--- src/benes_permute_128_assert.svh ---
// ----------------------------------------------------------------------------
// benes_permute_128_assert.svh
// Assertion macros for the Benes permutation block.
// ----------------------------------------------------------------------------
`ifndef BENES_PERMUTE_128_ASSERT_SVH
`define BENES_PERMUTE_128_ASSERT_SVH
`ifndef NO_ASSERTIONS
`define BP_ASSERT(label, clk, rst_n, prop, msg) \
  label: assert property (@(posedge clk) disable iff (!rst_n) prop) else $error(msg);
`define BP_ASSERT_NORST(label, clk, prop, msg) \
  label: assert property (@(posedge clk) prop) else $error(msg);
`else
`define BP_ASSERT(label, clk, rst_n, prop, msg)
`define BP_ASSERT_NORST(label, clk, prop, msg)
`endif
`endif

--- src/bp128_pkg.sv ---
// ----------------------------------------------------------------------------
// bp128_pkg
// Types, constants and wiring functions of the 128-bit Benes network.
// ----------------------------------------------------------------------------
`default_nettype none
package bp128_pkg;

  localparam int NET_WIDTH    = 128;
  localparam int NET_STAGES   = 13;
  localparam int NET_SWITCHES = 64;
  localparam int CTRL_WORDS   = 26;

  typedef enum logic {
    OP_LOAD    = 1'b0,
    OP_PERMUTE = 1'b1
  } opcode_t;

  typedef logic [NET_WIDTH-1:0]    vec_t;
  typedef logic [NET_SWITCHES-1:0] col_t;

  function automatic vec_t switch_col(input vec_t x, input col_t sel);
    vec_t y;
    logic [6:0] j;
    for (int i = 0; i < NET_WIDTH; i++) begin
      j    = 7'(i);
      y[i] = sel[j[6:1]] ? x[j ^ 7'd1] : x[j];
    end
    return y;
  endfunction

  // split each block of 2^lg lines into even lines then odd lines
  function automatic vec_t unshuffle(input vec_t x, input int lg);
    vec_t y;
    logic [6:0] j, msk, off, src, half;
    msk  = 7'((1 << lg) - 1);
    half = 7'(1 << (lg - 1));
    for (int i = 0; i < NET_WIDTH; i++) begin
      j   = 7'(i);
      off = j & msk;
      if (off < half) src = (j & ~msk) | (off << 1);
      else            src = (j & ~msk) | ((off - half) << 1) | 7'd1;
      y[i] = x[src];
    end
    return y;
  endfunction

  // interleave the two halves of each block of 2^lg lines
  function automatic vec_t shuffle(input vec_t x, input int lg);
    vec_t y;
    logic [6:0] j, msk, off, src, half;
    msk  = 7'((1 << lg) - 1);
    half = 7'(1 << (lg - 1));
    for (int i = 0; i < NET_WIDTH; i++) begin
      j    = 7'(i);
      off  = j & msk;
      src  = (j & ~msk) | (off >> 1) | (off[0] ? half : 7'd0);
      y[i] = x[src];
    end
    return y;
  endfunction

  function automatic vec_t stage_wire(input vec_t x, input int k);
    if (k < 6)       return unshuffle(x, 7 - k);
    else if (k < 12) return shuffle(x, k - 4);
    else             return x;
  endfunction

endpackage
`default_nettype wire

--- src/bp128_if.sv ---
// ----------------------------------------------------------------------------
// bp128_in_if / bp128_out_if
// Handshake channels of the Benes permutation block.
// ----------------------------------------------------------------------------
`default_nettype none
interface bp128_in_if;
  logic        valid;
  logic        ready;
  logic        opcode;
  logic [4:0]  word_index;
  logic [31:0] control_value;
  logic [31:0] word_a;
  logic [31:0] word_b;
  logic [31:0] word_c;
  logic [31:0] word_d;
  modport source (output valid, opcode, word_index, control_value,
                  word_a, word_b, word_c, word_d, input ready);
  modport sink   (input valid, opcode, word_index, control_value,
                  word_a, word_b, word_c, word_d, output ready);
endinterface

interface bp128_out_if;
  logic        valid;
  logic        ready;
  logic [31:0] out_a;
  logic [31:0] out_b;
  logic [31:0] out_c;
  logic [31:0] out_d;
  modport source (output valid, out_a, out_b, out_c, out_d, input ready);
  modport sink   (input valid, out_a, out_b, out_c, out_d, output ready);
endinterface
`default_nettype wire

--- src/benes_permute_128.sv ---
// ----------------------------------------------------------------------------
// benes_permute_128
// 128-bit Benes network, 13 switch columns, one register stage per column.
// ----------------------------------------------------------------------------
//  channel   dir  payload
//  in_ch     in   opcode, word_index, control_value, word_a..word_d
//  out_ch    out  out_a..out_d (permute transfers only)
//
//  One transfer per cycle in unless out_ch stalls; one register stage per switch column.
//  Loads travel the pipe and update each column's switch bits as they pass,
//  so every item sees exactly the loads that came before it.
//  Reset clears all switch bits (identity routing) and the valid bits.
//  A stall on out_ch freezes the whole pipe; nothing is dropped or repeated.
`default_nettype none
`include "benes_permute_128_assert.svh"
module benes_permute_128 (
  input  wire logic     clk,
  input  wire logic     rst_n,
  bp128_in_if.sink      in_ch,
  bp128_out_if.source   out_ch
);

  localparam int NS = bp128_pkg::NET_STAGES;

  logic                 adv;
  logic [NS-1:0]        v_r;
  logic                 op_r   [NS];
  logic [4:0]           idx_r  [NS];
  logic [31:0]          val_r  [NS];
  bp128_pkg::vec_t      dat_r  [NS];
  bp128_pkg::col_t      ctrl_r [NS];

  logic                 p_v    [NS];
  logic                 p_op   [NS];
  logic [4:0]           p_idx  [NS];
  logic [31:0]          p_val  [NS];
  bp128_pkg::vec_t      p_dat  [NS];

  assign adv         = !out_ch.valid || out_ch.ready;
  assign in_ch.ready = adv;

  assign p_v[0]   = in_ch.valid;
  assign p_op[0]  = in_ch.opcode;
  assign p_idx[0] = in_ch.word_index;
  assign p_val[0] = in_ch.control_value;
  assign p_dat[0] = {in_ch.word_d, in_ch.word_c, in_ch.word_b, in_ch.word_a};

  for (genvar k = 0; k < NS; k++) begin : g_stage
    if (k > 0) begin : g_link
      assign p_v[k]   = v_r[k-1];
      assign p_op[k]  = op_r[k-1];
      assign p_idx[k] = idx_r[k-1];
      assign p_val[k] = val_r[k-1];
      assign p_dat[k] = dat_r[k-1];
    end

    logic ld_hit;
    assign ld_hit = p_v[k] && (p_op[k] == bp128_pkg::OP_LOAD)
                    && (p_idx[k][4:1] == 4'(k));

    always_ff @(posedge clk) begin
      if (!rst_n) begin
        v_r[k]    <= 1'b0;
        ctrl_r[k] <= '0;
      end else if (adv) begin
        v_r[k] <= p_v[k];
        if (ld_hit) begin
          if (p_idx[k][0]) ctrl_r[k][63:32] <= p_val[k];
          else             ctrl_r[k][31:0]  <= p_val[k];
        end
      end
    end

    always_ff @(posedge clk) begin
      if (adv) begin
        op_r[k]  <= p_op[k];
        idx_r[k] <= p_idx[k];
        val_r[k] <= p_val[k];
        dat_r[k] <= bp128_pkg::stage_wire(
                      bp128_pkg::switch_col(p_dat[k], ctrl_r[k]), k);
      end
    end
  end

  assign out_ch.valid = v_r[NS-1] && (op_r[NS-1] == bp128_pkg::OP_PERMUTE);
  assign out_ch.out_a = dat_r[NS-1][31:0];
  assign out_ch.out_b = dat_r[NS-1][63:32];
  assign out_ch.out_c = dat_r[NS-1][95:64];
  assign out_ch.out_d = dat_r[NS-1][127:96];

  `BP_ASSERT(a_stall_freeze, clk, rst_n, (out_ch.valid && !out_ch.ready) |=> $stable(v_r), "pipe moved during stall")
  `BP_ASSERT(a_accept_enters, clk, rst_n, (in_ch.valid && in_ch.ready) |=> v_r[0], "transfer lost at entry")
  `BP_ASSERT(a_out_from_permute, clk, rst_n, out_ch.valid |-> (v_r[NS-1] && op_r[NS-1] == bp128_pkg::OP_PERMUTE), "load produced output")

endmodule
`default_nettype wire
--- src/flat_wrapper.sv ---
// flat-port wrapper written by rule: the top's interface ports become plain ports
module benes_permute_128_flat 
  (clk, rst_n, in_ch_valid, in_ch_opcode, in_ch_word_index, in_ch_control_value, in_ch_word_a, in_ch_word_b, in_ch_word_c, in_ch_word_d, in_ch_ready, out_ch_valid, out_ch_out_a, out_ch_out_b, out_ch_out_c, out_ch_out_d, out_ch_ready);
  bp128_in_if in_ch_i ();
  bp128_out_if out_ch_i ();
  input  wire logic clk;
  input  wire logic rst_n;
  input wire logic [$bits(in_ch_i.valid)-1:0] in_ch_valid;
  input wire logic [$bits(in_ch_i.opcode)-1:0] in_ch_opcode;
  input wire logic [$bits(in_ch_i.word_index)-1:0] in_ch_word_index;
  input wire logic [$bits(in_ch_i.control_value)-1:0] in_ch_control_value;
  input wire logic [$bits(in_ch_i.word_a)-1:0] in_ch_word_a;
  input wire logic [$bits(in_ch_i.word_b)-1:0] in_ch_word_b;
  input wire logic [$bits(in_ch_i.word_c)-1:0] in_ch_word_c;
  input wire logic [$bits(in_ch_i.word_d)-1:0] in_ch_word_d;
  output wire logic [$bits(in_ch_i.ready)-1:0] in_ch_ready;
  output wire logic [$bits(out_ch_i.valid)-1:0] out_ch_valid;
  output wire logic [$bits(out_ch_i.out_a)-1:0] out_ch_out_a;
  output wire logic [$bits(out_ch_i.out_b)-1:0] out_ch_out_b;
  output wire logic [$bits(out_ch_i.out_c)-1:0] out_ch_out_c;
  output wire logic [$bits(out_ch_i.out_d)-1:0] out_ch_out_d;
  input wire logic [$bits(out_ch_i.ready)-1:0] out_ch_ready;
  assign in_ch_i.valid = in_ch_valid;
  assign in_ch_i.opcode = in_ch_opcode;
  assign in_ch_i.word_index = in_ch_word_index;
  assign in_ch_i.control_value = in_ch_control_value;
  assign in_ch_i.word_a = in_ch_word_a;
  assign in_ch_i.word_b = in_ch_word_b;
  assign in_ch_i.word_c = in_ch_word_c;
  assign in_ch_i.word_d = in_ch_word_d;
  assign in_ch_ready = in_ch_i.ready;
  assign out_ch_valid = out_ch_i.valid;
  assign out_ch_out_a = out_ch_i.out_a;
  assign out_ch_out_b = out_ch_i.out_b;
  assign out_ch_out_c = out_ch_i.out_c;
  assign out_ch_out_d = out_ch_i.out_d;
  assign out_ch_i.ready = out_ch_ready;
  benes_permute_128 u_core (.clk(clk), .rst_n(rst_n), .in_ch(in_ch_i), .out_ch(out_ch_i));
endmodule
--- config.mk ---
export PLATFORM = sky130hd
export DESIGN_NAME = benes_permute_128_flat
export DESIGN_NICKNAME = d
export VERILOG_FILES = /design/src/bp128_pkg.sv /design/src/bp128_if.sv /design/src/benes_permute_128.sv /design/src/flat_wrapper.sv
export VERILOG_INCLUDE_DIRS = /design/src /design/src/src
export SDC_FILE = /design/constraint.sdc
export NUM_CORES = 2
export LEC_CHECK = 0
export BUFFER_PORTS_ARGS = -buffer_cell sky130_fd_sc_hd__buf_2
export CAP_MARGIN = 25
export CORE_MARGIN = 5
export CORE_UTILIZATION = 35
export CTS_CLUSTER_SIZE = 30
export DETAILED_ROUTE_END_ITERATION = 16
export GPL_TIMING_DRIVEN = 0
export PLACE_DENSITY = 0.55
export REMOVE_ABC_BUFFERS = 1
export SLEW_MARGIN = 20
export SYNTH_ARGS = -nofsm -noshare
export SYNTH_HDL_FRONTEND = slang
export SYNTH_SLANG_ARGS = --single-unit
--- constraint.sdc ---
create_clock -name clk -period 151.1 [get_ports clk]
set_input_delay 30.22 -clock clk [delete_from_list [all_inputs] [get_ports clk]]
set_output_delay 30.22 -clock clk [all_outputs]
set_load 0.05 [all_outputs]
==> impl_results.md <==
- Final design utilization: 0.402
- Status: finished clean
- Synthesized area per cell: 19.6 µm²
- WP data required: 120,880 ps
- Warnings, synthesis: 0
- Hold-fix buffers, CTS: 0
- Flop2flop setup slack: ~150,000 ps
- Fill cells: 29.7k
- # DRC: 0
- Row count: between 200 and 250
- Relative slew margins: 0.283
- Area grow syn2layout: 14.4%
- Worst-Margin Slew: 1080 ps
- RSZ-0062 raised after global routing: false
- DR vias/cell: ~4.9
- Main combinational cell family by area after synthesis: multiplexers
- Commonest non-fill, non-tap cell in the layout: edfxtp_1
- Power Density: between 10 and 15 nW/µm²
- Mux cell area share after synthesis: 0.160
- DR iter-0 viols: approximately 4.4k
- Final hold violations: 0
- GRT Overall Usage: 0.151
- Area fraction in compound gates after synthesis: 0.00222
- Nets: 6,536
- DRT Wirelength: approximately 270,000 µm
- CP Launch Type: primary input
- Crit. End Element: primary output
- Layout cells sized above 1: 0.394
- Placed cell count: roughly 10k
- IO Pins: 300
- Setup Buffers After CTS: 0
- Most Crowded Layer GR: met2
- Yosys cell types: 37
- Vias in the first global route: 54.6k
- Fin. max-slew vios: 0
- Fmax: about 15 MHz
- Final setup skew: 36.2 ps
- Core Box Area: 334,000 µm²
- CTS resizes: 0
- First-pass DRT Iterations: 5
- Worst min path class: reg2reg
- CTS Buf Count: 298
- Worst vdd ir: 7.87 µV
- Fin crit period: ~65,000 ps
- Routability cong.: around 0.81
- Synth Cell Area: 117,000 µm²
- Number of synthesized register bits: approximately 3.0k
- Syn Inst Count: 5,985
- Clock sink count: approximately 3.0k
- Leak pwr: ~0.046 µW
- Synth Area in Adders: 0
- # Max-Cap Violations: 0
- Met2 usage: 0.242
- Initial antenna violation count: 16
- HPWL after DPL: about 190,000 µm
- Setup_tns: 0 ps
- Met3 Use GR: 0.0194
- CP arrival: 34,300 ps
- Chip Width: 589 µm
- Reg clk slew, reported paths: 60 ps
- Starting Density: 0.352
- Clk_lat worst skew: 860 ps
- Worst-path maximum fanout: 109
- Overall power: 1920 µW
- Routed len/inst: 24.3 µm
- H-tree depth: 5
- Pin count of the biggest net entering global routing: 112
- Die area: between 300,000 and 400,000 µm²
- Most frequent cells in the layout: 2,953 x edfxtp_1, 1,664 x mux2_2, 447 x nor4b_1, 304 x clkbuf_16, 304 x buf_2
- Synth Area in Simple Gates: 0.0656
- Non-Filler Instances: 11.0k
- Post-synthesis xor/xnor area fraction: 0
- Met1 usage: 0.220
- Number of routed nets with antenna violations: 0
- Global-route wire length before repair: 391,000 µm
- GRT overflow: 0
- Register area share after synthesis: 0.757
- Fin crit share: 0.427
- CP Class: in2out
- Vias: around 54k
- CTS root buf: clkbuf_16
- Max Buffers Root-to-Sink: 4
- CTS tree: yes
- Final setup viols: 0
- # port buffers: 299
- Die Y: 589 µm
## metrics by stage
step	setup WS, ps	hold WS [ps]	area, µm²
finish	86580	439	134000
global route	86230	451	134000
CTS	86400	441	134000
detailed placement	86400	426	125000
global placement	-260530	426	123000
floorplan	-52050	417	116000
## final timing paths
kind | start | end | cells past startpoint
max reg2reg | u_core.op_r[1][4]$_DFFE_PP_ | u_core.ctrl_r[2][209]$_SDFFCE_PN0P_ | 10
max | out_ch_ready | in_ch_ready | 10
min | u_core.idx_r[0][1]$_DFFE_PP_ | u_core.idx_r[0][6]$_DFFE_PP_ | 0
min reg2reg | u_core.idx_r[0][1]$_DFFE_PP_ | u_core.idx_r[0][6]$_DFFE_PP_ | 0
## per-layer routing
metal  vias up  wire (µm)  share of wire
li1      24700          -              -
met1     27900     126000           0.47
met2      1267     125000           0.47
met3       349      10300          0.039
met4         2       5410          0.020
met5         -          7       0.000026
## critical path, cell delays in order
cell,delay [ps]
buf_2,110
and3b_4,360
buf_12,260
inv_8,490
buf_16,450
buf_16,460
buf_16,390
buf_16,420
buf_16,330
buf_2,350
## power by group
part / internal [µW] / switching, µW
Sequential: 1010 / 54.9
Clock: 397 / 301
Combinational: 69.5 / 90.6
Total: 1480 / 447
## cell type report
cell class	count	area, µm²	area share
antenna	3	7.51	0.0000559
clock buffer	388	8000	0.0595
clock inverter	129	1020	0.00756
inverter	1	11.3	0.0000838
multi-input combinational	2685	27200	0.202
sequential	2966	88900	0.662
tap	4387	5490	0.0408
timing repair buffer	414	3790	0.0282
## flip-flops by register name, summed over array words and instances, names as in the netlist
register,count
u_core.ctrl_r,832
u_core.op_r,13
u_core.v_r,1
u_core.dat_r,1664
u_core.idx_r,60
u_core.val_r,384
u_core.p_v,12
## cells by family after synthesis
| family | count (synthesis) |
|---|---|
| AOI/OAI and AO/OA | 39 |
| DFF | 2966 |
| muxes | 1664 |
| and+or+nand+nor | 982 |
| buffers and inverters | 334 |
## synth_stat cells
master,number,area [µm²]
and4_1,8,70.1
and3b_1,1,8.76
and2b_1,1,7.51
and4b_1,2,20.0
buf_2,27,135
nor2b_1,13,81.3
nand4b_1,1,8.76
nand4bb_1,2,22.5
nand3_1,27,135
inv_1,1,3.75
mux2_2,1664,18700
nor4_4,2,42.5
o31ai_1,13,97.6
dfxtp_1,13,260
buf_1,15,56.3
or2_1,2,12.5
nor4bb_1,2,20.0
nor4b_1,447,3920
nor4_2,1,12.5
or4b_4,1,13.8
clkbuf_1,155,582
nand2_1,59,221
nor4b_2,65,976
o21a_1,1,7.51
or3_1,1,6.26
or4_4,1,11.3
edfxtp_1,2953,88700
nor4_1,3,18.8
and2_1,299,1870
nor4b_4,1,23.8
o21ai_0,13,65.1
buf_6,8,90.1
or2_2,2,12.5
nand2b_1,14,87.6
a21boi_0,12,90.1
nor2_1,27,101
buf_4,128,961
(Power assumes the default switching activity.)
